<file path="src/hw/rtl/fmu_pkg.sv">
package fmu_pkg;

	// Fixed-point widths
	localparam int DIST_W  = 32;
	localparam int EXP_W   = 16;
	localparam int MEMB_W  = 17;
	localparam int IDX_W   = 3;
	localparam int LOG_W   = 21;
	localparam int FRAC_W  = 16;
	localparam int TERM_W  = 57;
	localparam int SUM_W   = 62;
	localparam int NUM_W   = 41;
	localparam int EXP_RST = 4096;

	// Datapath operations, one per cycle
	typedef enum logic [4:0] {
		OP_NONE,
		OP_STORE,
		OP_CLR_C,
		OP_LOG_LOAD,
		OP_LOG_NORM,
		OP_LOG_MUL,
		OP_LOG_SQ,
		OP_LOG_WR,
		OP_ROW_INIT,
		OP_EXP_DIFF,
		OP_EXP_T,
		OP_EXP_MUL,
		OP_EXP_ACC,
		OP_EXP_SUM,
		OP_DIV_MEMB,
		OP_DIV_SHARE,
		OP_DIV_STEP,
		OP_MEMB_WR,
		OP_SHARE_FILL,
		OP_OUT_LOAD,
		OP_OUT_NEXT,
		OP_FINISH
	} op_t;

	typedef struct packed {
		op_t op;
	} cmd_t;

	typedef struct packed {
		logic np_zero;
		logic x_top;
		logic k_last;
		logic c_last;
		logic i_last;
		logic j_zero;
		logic div_done;
	} status_t;

	typedef enum logic [4:0] {
		S_IDLE,
		S_START,
		S_LOG_LOAD,
		S_LOG_NORM,
		S_LOG_MUL,
		S_LOG_SQ,
		S_LOG_WR,
		S_PAIR_INIT,
		S_ROW_INIT,
		S_EXP_DIFF,
		S_EXP_T,
		S_EXP_MUL,
		S_EXP_ACC,
		S_EXP_SUM,
		S_DIV_INIT,
		S_DIV,
		S_DIV_WR,
		S_SHARE_DIV,
		S_SHARE_INIT,
		S_SHARE_FILL,
		S_OUT_INIT,
		S_OUT_LOAD,
		S_OUT
	} state_t;

	// Successive square roots of two, Q2.30
	typedef logic [16:0][31:0] root_tbl_t;

	function automatic logic [63:0] isqrt64(input logic [63:0] v_in);
		logic [63:0] v;
		logic [63:0] res;
		logic [63:0] bits;
		v    = v_in;
		res  = '0;
		bits = 64'd1 << 62;
		for (int s = 0; s < 32; s++) begin
			if (v >= res + bits) begin
				v   = v - (res + bits);
				res = (res >> 1) + bits;
			end else begin
				res = res >> 1;
			end
			bits = bits >> 2;
		end
		return res;
	endfunction

	function automatic root_tbl_t build_roots();
		root_tbl_t r;
		logic [63:0] sq;
		r[0] = 32'h8000_0000;
		for (int k = 1; k <= 16; k++) begin
			sq   = isqrt64({32'd0, r[k-1]} << 30);
			r[k] = sq[31:0];
		end
		return r;
	endfunction

	localparam root_tbl_t ROOT_TBL = build_roots();

endpackage

</file>
<file path="src/hw/rtl/fmu_ctrl.sv">
module fmu_ctrl (
	input  logic             clk,
	input  logic             arst_n,
	input  logic             in_valid,
	input  logic             in_last,
	output logic             in_ready,
	output logic             out_valid,
	input  logic             out_ready,
	input  fmu_pkg::status_t stat,
	output fmu_pkg::cmd_t    cmd
);
	import fmu_pkg::*;

	state_t state_q, state_d;

	// State register
	always_ff @(posedge clk or negedge arst_n) begin
		if (!arst_n) begin
			state_q <= S_IDLE;
		end else begin
			state_q <= state_d;
		end
	end

	// Sequence the datapath
	always_comb begin
		state_d   = state_q;
		cmd.op    = OP_NONE;
		in_ready  = 1'b0;
		out_valid = 1'b0;
		case (state_q)
			S_IDLE: begin
				in_ready = 1'b1;
				if (in_valid) begin
					cmd.op = OP_STORE;
					if (in_last) begin
						state_d = S_START;
					end
				end
			end
			S_START: begin
				cmd.op = OP_CLR_C;
				if (stat.np_zero) begin
					state_d = S_LOG_LOAD;
				end else begin
					state_d = S_SHARE_DIV;
				end
			end
			S_LOG_LOAD: begin
				cmd.op  = OP_LOG_LOAD;
				state_d = S_LOG_NORM;
			end
			S_LOG_NORM: begin
				cmd.op = OP_LOG_NORM;
				if (stat.x_top) begin
					state_d = S_LOG_MUL;
				end
			end
			S_LOG_MUL: begin
				cmd.op  = OP_LOG_MUL;
				state_d = S_LOG_SQ;
			end
			S_LOG_SQ: begin
				cmd.op  = OP_LOG_SQ;
				state_d = stat.k_last ? S_LOG_WR : S_LOG_MUL;
			end
			S_LOG_WR: begin
				cmd.op  = OP_LOG_WR;
				state_d = stat.c_last ? S_PAIR_INIT : S_LOG_LOAD;
			end
			S_PAIR_INIT: begin
				cmd.op  = OP_CLR_C;
				state_d = S_ROW_INIT;
			end
			S_ROW_INIT: begin
				cmd.op  = OP_ROW_INIT;
				state_d = S_EXP_DIFF;
			end
			S_EXP_DIFF: begin
				cmd.op  = OP_EXP_DIFF;
				state_d = S_EXP_T;
			end
			S_EXP_T: begin
				cmd.op  = OP_EXP_T;
				state_d = S_EXP_MUL;
			end
			S_EXP_MUL: begin
				cmd.op  = OP_EXP_MUL;
				state_d = S_EXP_ACC;
			end
			S_EXP_ACC: begin
				cmd.op  = OP_EXP_ACC;
				state_d = stat.j_zero ? S_EXP_SUM : S_EXP_MUL;
			end
			S_EXP_SUM: begin
				cmd.op  = OP_EXP_SUM;
				state_d = stat.i_last ? S_DIV_INIT : S_EXP_DIFF;
			end
			S_DIV_INIT: begin
				cmd.op  = OP_DIV_MEMB;
				state_d = S_DIV;
			end
			S_DIV: begin
				cmd.op = OP_DIV_STEP;
				if (stat.div_done) begin
					state_d = S_DIV_WR;
				end
			end
			S_DIV_WR: begin
				cmd.op  = OP_MEMB_WR;
				state_d = stat.c_last ? S_OUT_INIT : S_ROW_INIT;
			end
			S_SHARE_DIV: begin
				cmd.op  = OP_DIV_SHARE;
				state_d = S_SHARE_INIT;
			end
			S_SHARE_INIT: begin
				cmd.op = OP_DIV_STEP;
				if (stat.div_done) begin
					state_d = S_SHARE_FILL;
				end
			end
			S_SHARE_FILL: begin
				cmd.op = OP_SHARE_FILL;
				if (stat.c_last) begin
					state_d = S_OUT_INIT;
				end
			end
			S_OUT_INIT: begin
				cmd.op  = OP_CLR_C;
				state_d = S_OUT_LOAD;
			end
			S_OUT_LOAD: begin
				cmd.op  = OP_OUT_LOAD;
				state_d = S_OUT;
			end
			S_OUT: begin
				out_valid = 1'b1;
				if (out_ready) begin
					if (stat.c_last) begin
						cmd.op  = OP_FINISH;
						state_d = S_IDLE;
					end else begin
						cmd.op  = OP_OUT_NEXT;
						state_d = S_OUT_LOAD;
					end
				end
			end
			default: state_d = S_IDLE;
		endcase
	end

endmodule

</file>
<file path="config.mk">
export PLATFORM = sky130hd
export DESIGN_NAME = fmu_ctrl
export DESIGN_NICKNAME = d
export VERILOG_FILES = /design/src/hw/rtl/fmu_pkg.sv /design/src/hw/rtl/fmu_ctrl.sv
export SDC_FILE = /design/constraint.sdc
export NUM_CORES = 1
export LEC_CHECK = 0
export BUFFER_PORTS_ARGS = -buffer_cell sky130_fd_sc_hd__clkbuf_2
export CORE_ASPECT_RATIO = 0.9
export CORE_MARGIN = 2
export CORE_UTILIZATION = 55
export CTS_BUF_LIST = sky130_fd_sc_hd__clkbuf_4 sky130_fd_sc_hd__clkbuf_8
export DETAILED_ROUTE_END_ITERATION = 8
export PLACE_DENSITY = 0.8
export SETUP_SLACK_MARGIN = 0.15
export SYNTH_ARGS = -nofsm -noshare
export SYNTH_HDL_FRONTEND = slang
export SYNTH_SLANG_ARGS = --single-unit
</file>
<file path="constraint.sdc">
create_clock -name clk -period 2.2 [get_ports clk]
set_input_delay 0.22 -clock clk [delete_from_list [all_inputs] [get_ports clk]]
set_output_delay 0.22 -clock clk [all_outputs]
set_load 0.02 [all_outputs]
</file>
==> results by group, run 1 <==
Outcome
  – Status: completed

Yosys
  – Synth Register Bits: 5
  – Most frequent cell after synthesis: nor2_1
  – Ys flop type: dfrtp_1
  – Top post-synthesis cells by area: dfrtp_1 15%, nor2_1 6.8%, a21oi_1 6.1%
  – Largest family of logic cells by synthesized area: compound AO/OA/AOI/OAI gates
  – List of most frequent post-synthesis cells: 15 x nor2_1, 10 x a21oi_1, 7 x nand2_1
  – Syn_nets: 126
  – Adder-Cell Fraction of Synth Area: 0%
  – Synth Cell Area: 822 um^2
  – Synth Area per Inst: 7.21 um^2
  – Post-Synth Simple-Gate Area: 29.7%
  – Distinct cell type count after synthesis: 41
  – Cell count after synthesis: 114
  – Synth warn: 0
  – Number of synthesized flops with an enable pin: 0
  – Share of the synthesized area in the top cell type: 15.2%
  – Xor/xnor share of the synthesized area: 2.13%
  – Synth area leader: dfrtp_1
  – Post-synthesis sequential area ratio: 15.2%
  – Mux cell area share after synthesis: 8.07%
  – Synth Area in Compound Gates: 35.3%
  – Post-synth ARST share: 100%

Detailed routing
  – Routed via count: 928
  – Residual DRC: 0
  – Post-Route WL: 2190 um
  – Post-route ant nets: 0
  – Initial DRT Pass Iterations: 4
  – Initial DRC Count: 34
  – Vias per cell: 6.36
  – DR WL/cell: 15.0 um

Critical path
  – Cell chain of the critical path: nor2b_1 > o22ai_1 > a32o_1 > clkbuf_2
  – CP Max Fanout: 18
  – Critical path buffers and inverters: 1
  – CP max-delay cell: dfrtp_2
  – CP startpoint: state_q[0]$_DFFE_PN0P_
  – WP data arrival: 1780 ps
  – Worst setup endpoint: cmd[4]
  – Critical path type: reg -> out
  – Critical Path Start Type: flip-flop
  – R2R Path Start: state_q[3]$_DFFE_PN0P_
  – Worst reg-to-reg path cell count: 5
  – Worst R2R Setup Slack: 340 ps
  – Worst path top cell family by delay: flip-flops
  – CP Data Required Time: 1980 ps
  – Reg2reg end: state_q[1]$_DFFE_PN0P_
  – Instance count on the critical path: 4
  – Critical Path End Type: output port
  – CP max stage delay: 550 ps

GRT
  – Vias in the first global route: 779
  – Initial antenna violation count: 0
  – First-pass GRT wire length: 3510 um
  – Congestion Overflow GR: 0
  – Gr usage total: 28.1%
  – Pin count of the biggest net entering global routing: 20

Cells and area
  – Antenna cells: 0
  – Largest regs: state_q x5
  – Biggest register: state_q
  – Number of flip-flops in the largest register: 5
  – Final #Nets: 144
  – Layout Area Growth over Synthesis: 15.7%
  – Share of layout cells above drive strength 1: 32.8%
  – Fillers: 117

Placed design
  – Final HPWL DP: 1610 um
  – Port bufs: 18
  – GP Congestion: 0.894

Clock network
  – TritonCTS Buffers: 3
  – Clock Root Buffer: clkbuf_4
  – Post-CTS setup repair buffer count: 0
  – Clock-pin slew on the worst setup and hold paths: 50 ps
  – Worst skew pair latency: 250 ps
  – Bufs on Longest Clock Path: 2
  – CTS tree: yes
  – Sink Count: 5
  – H-tree depth: 1

Power
  – Seq pwr share: 20.9%
  – Static Leak: 0.429 nW
  – Part of the power in combinational logic: 71.6%
  – Power Dens Cells: 1560 nW/um^2
  – Internal Power: 0.000704 W
  – Switching fraction of total power: 52.6%
  – Power after layout: 0.00149 W
  – Clk pwr share: 7.5%
  – Switch Pwr: 0.000783 W
  – Worst VDD drop: 0.000859 V

Die
  – Top Ports: 19
  – Full die area: 1820 um^2
  – Initial Util: 58.1%
  – Core area: 1420 um^2
  – Die width: 44.8 um
  – Row count: 13
  – Die H: 40.7 um

Timing
  – Final setup TNS: 0 ps
  – Final worst path period share: 90.9%
  – Rel. slew slack: 69.0%
  – Max Slew Vio Count: 0
  – Setup Skew: 2.66 ps
  – Final min period: 2000 ps
  – Final Setup Violations: 0
  – Least-Margin Pin Slew: 464 ps
  – Fin. Hold Viols: 0
  – Max Fclk: 0.500 GHz
  – RSZ-0062 raised after global routing: yes
  – Final Hold Slack: 297 ps

Job
  – Max_cap viols: 0

Min path
  – Worst hold path type: in -> reg
## placed cells by master, fill, tap and decap left out, drive strengths merged
cell	synthesis	layout
dlygate4sd3	0	1
o31a	2	2
nor2	16	16
mux2	4	4
inv	5	5
nand2	7	7
nand2b	8	8
o22ai	1	1
buf	9	5
o2bb2a	1	1
nand3	2	2
nor3	5	5
xor2	1	1
xnor2	1	1
nand3b	4	4
a22oi	1	1
o21ai	11	11
clkinv	0	1
o21bai	1	1
a221oi	2	2
o311a	1	1
dfrtp	5	5
o211ai	4	4
a21oi	10	10
o32a	1	1
nor2b	1	1
a31oi	4	4
or4	1	1
and2b	1	1
mux2i	1	1
a32o	1	1
a211o	1	1
clkbuf	1	21
## worst min path at each step
| stage | cells past startpoint | end | startpoint |
|---|---|---|---|
| after floorplan | 0 | state_q[0]$_DFFE_PN0P_ | arst_n |
| after detailed placement | 1 | state_q[3]$_DFFE_PN0P_ | arst_n |
| after global placement | 1 | state_q[0]$_DFFE_PN0P_ | arst_n |
| after CTS | 3 | state_q[3]$_DFFE_PN0P_ | stat[0] |
| final | 3 | state_q[3]$_DFFE_PN0P_ | stat[0] |
| after global routing | 2 | state_q[0]$_DFFE_PN0P_ | arst_n |
## power by group through the flow
stage / Sequential (W) / Combinational [W] / Clock [W]
2_1_floorplan: 0.000161 / 0.000958 / 0
3_3_place_gp: 0.000298 / 0.00104 / 0
3_5_place_dp: 0.000297 / 0.00105 / 0
4_1_cts: 0.000294 / 0.00106 / 0.000114
5_1_grt: 0.000319 / 0.00117 / 0.000121
6_report: 0.000310 / 0.00106 / 0.000112
## metrics by stage
stage	worst slack, ps	util (%)	cells	cell area [um^2]
floorplan	351	-	114	822
global placement	287	64.2	141	908
detailed placement	237	64.2	141	908
CTS	153	66.9	146	947
global route	79.2	67.2	146	951
finish	200	67.2	146	951
## cells by family after synthesis
family / count (synthesis)
AND/OR/NAND/NOR: 45
AO/OA/AOI/OAI: 41
buffers and inverters: 16
multiplexers: 5
flip-flops: 5
XOR/XNOR: 2
## final cells by class
| class | count | area (um^2) | area share (%) |
|---|---|---|---|
| inverters | 5 | 18.8 | 1.97 |
| flip-flops and latches | 5 | 130 | 13.7 |
| clock inverters | 1 | 5.00 | 0.526 |
| repair buffers | 24 | 138 | 14.5 |
| clock buffers | 3 | 22.5 | 2.37 |
| well taps | 15 | 18.8 | 1.97 |
| multi-input cells | 93 | 618 | 65.0 |
## routing by layer
metal	global-route usage (%)	vias to the layer above	routed length, um
met4	24.2	0	71
met2	41.7	52	951
met1	35.6	419	982
met5	0	-	0
li1	-	449	-
met3	4.85	8	188
## worst reg2reg max path, stage by stage (launching register included)
cell      delay [ps]
dfrtp_2          520
or4_4            600
nor2_4           110
a221oi_2          70
o31a_4           150
mux2_4           310
## what timing repair did
action / CTS / global route
hold endpoints to repair: 5 / 0
resized for setup: 1 / 3
endpoints found under the setup margin: 1 / 7
hold buffers: 1 / 0
Power figures use the tool's default switching activity.
==> run 2: changes to the inputs <==
==> config.mk (replaced) <==
export PLATFORM = sky130hd
export DESIGN_NAME = fmu_ctrl
export DESIGN_NICKNAME = d
export VERILOG_FILES = /design/src/hw/rtl/fmu_pkg.sv /design/src/hw/rtl/fmu_ctrl.sv
export SDC_FILE = /design/constraint.sdc
export NUM_CORES = 1
export LEC_CHECK = 0
export CORE_AREA = 2 2 39 41
export CTS_BUF_LIST = sky130_fd_sc_hd__clkbuf_4 sky130_fd_sc_hd__clkbuf_8
export DETAILED_ROUTE_END_ITERATION = 8
export DIE_AREA = 0 0 41 43
export DONT_BUFFER_PORTS = 1
export GPL_TIMING_DRIVEN = 0
export PLACE_DENSITY = 0.77
export SETUP_SLACK_MARGIN = 0.15
export SLEW_MARGIN = 20
export SYNTH_ARGS = -nofsm -noshare
export SYNTH_HDL_FRONTEND = slang
export SYNTH_SLANG_ARGS = --single-unit
==> results by group, run 2 (synthesis results as in run 1) <==
Cells and area
  – Final Non-Filler Cells: 135
  – Most common cell after layout, fill and taps aside: nor2_1
  – Multi-input gate area: 631 um^2
  – Largest regs: state_q x5
  – Final #Nets: 132
  – Commonest non-fill, non-tap cells in the layout: 15 x nor2_1, 10 x a21oi_1, 7 x buf_2, 7 x nand2_1, 6 x nand2b_1
  – Antenna cells: 0
  – Post-route cell area: 900 um^2
  – Number of flip-flops in the largest register: 5
  – Biggest register: state_q
  – Share of layout cells above drive strength 1: 23.5%
  – Register area: 125 um^2
  – Fillers: 132
  – Layout Area Growth over Synthesis: 9.44%

Detailed routing
  – Metal2 WL: 1010 um
  – Post-Route WL: 2180 um
  – Vias per cell: 6.59
  – Post-route ant nets: 0
  – DR WL/cell: 16.2 um
  – Initial DRC Count: 71
  – Routed via count: 889
  – Residual DRC: 0
  – Met3 WL: 229 um
  – Initial DRT Pass Iterations: 4
  – Wl on met1: 919 um
  – Uppermost layer routed: met4

Clock network
  – H-tree depth: 1
  – Post-CTS setup repair buffer count: 0
  – Sink Count: 5
  – CTS tree: yes
  – Bufs on Longest Clock Path: 2
  – TritonCTS Buffers: 3
  – Worst skew pair latency: 240 ps
  – Clock-pin slew on the worst setup and hold paths: 50 ps
  – Clock Root Buffer: clkbuf_4

Die
  – Initial Util: 59.4%
  – Full die area: 1760 um^2
  – Die H: 43 um
  – Core area: 1380 um^2
  – Top Ports: 19
  – Row count: 14
  – Die width: 41 um

Power
  – Worst VDD drop: 0.000798 V
  – Power after layout: 0.00147 W
  – Power Dens Cells: 1630 nW/um^2
  – Static Leak: 0.394 nW

Outcome
  – Status: completed

Job
  – Max_cap viols: 0

Critical path
  – R2R Path Start: state_q[3]$_DFFE_PN0P_
  – CP Data Required Time: 1980 ps
  – Cell chain of the critical path: buf_2 > buf_2 > clkbuf_4 > a21oi_1 > o211ai_1 > o211ai_1
  – Worst R2R Setup Slack: 300 ps
  – Critical path type: reg -> out
  – WP data arrival: 1730 ps
  – Critical Path Start Type: flip-flop
  – CP max-delay cell: dfrtp_1
  – CP max stage delay: 320 ps
  – Critical Path End Type: output port
  – Critical path buffers and inverters: 3
  – Reg2reg end: state_q[1]$_DFFE_PN0P_
  – Worst reg-to-reg path cell count: 6
  – Worst path top cell family by delay: buffers and inverters
  – CP Max Fanout: 10

Timing
  – Fin. Hold Viols: 0
  – Final setup TNS: 0 ps
  – RSZ-0062 raised after global routing: yes
  – Final Setup Violations: 0
  – Final worst path period share: 88.7%
  – Least-Margin Pin Slew: 486 ps
  – Setup Skew: 0.897 ps
  – Max Slew Vio Count: 0
  – Rel. slew slack: 67.4%
  – Max Fclk: 0.513 GHz
  – Final min period: 1950 ps

Min path
  – Worst hold path type: in -> reg
  – Min-Delay Endpoint: state_q[3]$_DFFE_PN0P_
  – Hold path depth: 2
  – Hold path start: stat[0]

GRT
  – Gr usage total: 27.4%
  – Vias in the first global route: 775
  – Pin count of the biggest net entering global routing: 11
  – First-pass GRT wire length: 3330 um
  – Congestion Overflow GR: 0
  – Initial antenna violation count: 0

Placed design
  – Area after DPL: 842 um^2
  – GP Congestion: 0.934
  – Final HPWL DP: 1620 um
  – Placed insts: 130
  – Port bufs: 0
-- run 2: cell count changes in the layout (fill, tap and decap cells not counted), moves of 4 or more --
cell and delta:
buf_4 -5, dfrtp_2 -4, buf_2 +7, dfrtp_1 +4
clkbuf_2 -17
-- run 2: cell type report --
type	count	share of cell area [%]
timing repair buffer	1	1.11
buffer	11	7.51
inverter	5	2.09
tap	16	2.23
multi-input combinational	93	70.1
clock buffer	3	2.50
clock inverter	1	0.556
sequential	5	13.9
-- run 2: routing by layer --
layer | GRT usage [%] | vias up
met1 | 37.6 | 398
met2 | 41.6 | 60
met3 | 5.24 | 5
li1 | - | 426
met4 | 9.33 | 0
met5 | 0 | -
-- run 2: how the worst max path moves through the flow --
stage | cells past startpoint | end | start | slack (ps)
floorplan | 6 | state_q[1]$_DFFE_PN0P_ | state_q[3]$_DFFE_PN0P_ | 350
global placement | 6 | cmd[0] | state_q[4]$_DFFE_PN0P_ | 260
detailed placement | 6 | cmd[0] | state_q[4]$_DFFE_PN0P_ | 240
CTS | 5 | cmd[0] | state_q[3]$_DFFE_PN0P_ | 160
global route | 6 | cmd[0] | state_q[4]$_DFFE_PN0P_ | 130
finish | 6 | cmd[0] | state_q[4]$_DFFE_PN0P_ | 250
-- run 2: through the flow --
stage / util (%) / hold slack [ps] / worst slack (ps)
after floorplan: - / -75.6 / 351
after global placement: 60.8 / -75.5 / 258
after detailed placement: 60.8 / -75.5 / 238
after CTS: 63.8 / 173 / 160
after global routing: 65.0 / 168 / 131
final: 65.0 / 176 / 250
-- run 2: repair_timing --
item	CTS	global route
endpoints found under the hold margin	5	0
hold buffers	1	0
resized for setup	3	6
pin swaps	0	1
setup endpoints to repair	4	4
-- run 2: report_power, final --
part           switching [W]  internal (W)
Sequential         0.0000363      0.000137
Clock              0.0000428     0.0000660
Combinational       0.000709      0.000476
==> run 3: changes to the inputs <==
==> constraint.sdc (replaced) <==
create_clock -name clk -period 1.95 [get_ports clk]
set_input_delay 0.195 -clock clk [delete_from_list [all_inputs] [get_ports clk]]
set_output_delay 0.195 -clock clk [all_outputs]
set_load 0.02 [all_outputs]
==> results by group, run 3 (synthesis results as in run 1) <==
Min path
  – Min-Delay Endpoint: state_q[3]$_DFFE_PN0P_
  – Worst hold path type: in -> reg
  – Hold path start: stat[0]
  – Hold path depth: 2

Clock network
  – Bufs on Longest Clock Path: 2
  – CTS tree: yes
  – Worst skew pair latency: 240 ps
  – Clock-pin slew on the worst setup and hold paths: 50 ps
  – Clock Root Buffer: clkbuf_4
  – TritonCTS Buffers: 3
  – H-tree depth: 1
  – Sink Count: 5

Detailed routing
  – Vias per cell: 6.76
  – Residual DRC: 0
  – Post-Route WL: 2340 um
  – DR WL/cell: 16.8 um
  – Initial DRC Count: 61
  – Post-route ant nets: 0
  – Routed via count: 939
  – Initial DRT Pass Iterations: 4

GRT
  – Initial antenna violation count: 0
  – Pin count of the biggest net entering global routing: 11
  – Gr usage total: 28.8%
  – Vias in the first global route: 837
  – First-pass GRT wire length: 3530 um
  – Congestion Overflow GR: 0

Cells and area
  – Share of layout cells above drive strength 1: 30.1%
  – Register area: 125 um^2
  – Multi-input gate area: 651 um^2
  – Fillers: 110
  – Commonest non-fill, non-tap cells in the layout: 14 x nor2_1, 10 x a21oi_1
  – Final #Nets: 136
  – Biggest register: state_q
  – Antenna cells: 0
  – Most common cell after layout, fill and taps aside: nor2_1
  – Largest regs: state_q x5
  – Layout Area Growth over Synthesis: 20.1%
  – Number of flip-flops in the largest register: 5

Critical path
  – Reg2reg end: state_q[2]$_DFFE_PN0P_
  – Critical Path Start Type: flip-flop
  – Worst reg-to-reg path cell count: 5
  – R2R Path Start: state_q[0]$_DFFE_PN0P_
  – Worst R2R Setup Slack: 130 ps
  – Critical Path End Type: output port
  – WP data arrival: 1630 ps
  – Critical path type: reg -> out
  – CP Data Required Time: 1750 ps
  – CP Max Fanout: 10

Die
  – Top Ports: 19
  – Core area: 1380 um^2
  – Row count: 14
  – Initial Util: 59.4%
  – Full die area: 1760 um^2
  – Die width: 41 um
  – Die H: 43 um

Outcome
  – Status: completed

Power
  – Worst VDD drop: 0.000973 V
  – Power after layout: 0.00183 W
  – Static Leak: 0.434 nW
  – Power Dens Cells: 1860 nW/um^2

Timing
  – Max Fclk: 0.548 GHz
  – Final critical-path setup slack: 124 ps
  – Least-Margin Pin Slew: 479 ps
  – Final Setup Violations: 0
  – RSZ-0062 raised after global routing: yes
  – Final min period: 1830 ps
  – Max Slew Vio Count: 0
  – Final worst path period share: 93.6%
  – Final setup TNS: 0 ps
  – Setup Skew: 3.37 ps
  – Fin. Hold Viols: 0
  – Rel. slew slack: 67.9%

Placed design
  – Port bufs: 0
  – Pre-CTS setup slack: 17.7 ps
  – GP Congestion: 0.938
  – Final HPWL DP: 1680 um

Job
  – Max_cap viols: 0
## run 3: cell count changes in the layout (fill, tap and decap cells not counted), moves of 2 or more
cell / change
buf_2: -7
buf_4: +6
buf_6: +4
clkbuf_4: +2
## run 3: worst max-delay path: stages, from the launching register on
cell and delay, ps:
dfrtp_1 400, buf_4 180, clkbuf_4 190, nor2_1 140
a31oi_1 60, o211ai_1 420
## run 3: power breakdown
part           internal (W)  switching (W)  leakage [nW]
Combinational      0.000662       0.000857         0.355
Clock             0.0000744      0.0000461        0.0177
Sequential         0.000155      0.0000382        0.0615
## run 3: routing by layer
metal	share of wire [%]	track usage, %
met3	11	8.38
met4	1.5	5.33
met5	0	0
met1	39	38.2
met2	49	45.0
## run 3: metrics by stage
stage                     hold slack (ps)  instance area (um^2)  util [%]  instances
final                                 158                   987      71.3        139
after global routing                  157                   987      71.3        139
after global placement               -100                   842      60.8        130
after detailed placement             -100                   842      60.8        130
after floorplan                      -101                   822         -        114
after CTS                             156                   935      67.5        137
## run 3: area by class of cell
| class | instances | share of cell area [%] |
|---|---|---|
| inverter | 5 | 1.90 |
| clock inverter | 1 | 0.507 |
| buffer | 11 | 10.3 |
| timing repair buffer | 5 | 4.44 |
| clock buffer | 3 | 2.28 |
| multi-input combinational | 93 | 65.9 |
| tap | 16 | 2.03 |
| sequential | 5 | 12.7 |
## run 3: repair_timing
item                                    in CTS  in global routing
pin swaps                                    4                  5
hold endpoints to repair                     5                  0
resized for setup                           15                 16
endpoints found under the setup margin       8                  9
buffers inserted                             2                  2
hold buffers                                 1                  0
## run 3: worst max path at each step
| stage | start | to | slack, ps | depth (start not counted) |
|---|---|---|---|---|
| global placement | state_q[4]$_DFFE_PN0P_ | cmd[0] | 30 | 6 |
| detailed placement | state_q[4]$_DFFE_PN0P_ | cmd[0] | 20 | 6 |
| finish | state_q[0]$_DFFE_PN0P_ | cmd[0] | 120 | 5 |
| global route | state_q[3]$_DFFE_PN0P_ | cmd[0] | 70 | 5 |
| floorplan | state_q[3]$_DFFE_PN0P_ | state_q[1]$_DFFE_PN0P_ | 160 | 6 |
| CTS | state_q[3]$_DFFE_PN0P_ | cmd[0] | 100 | 5 |
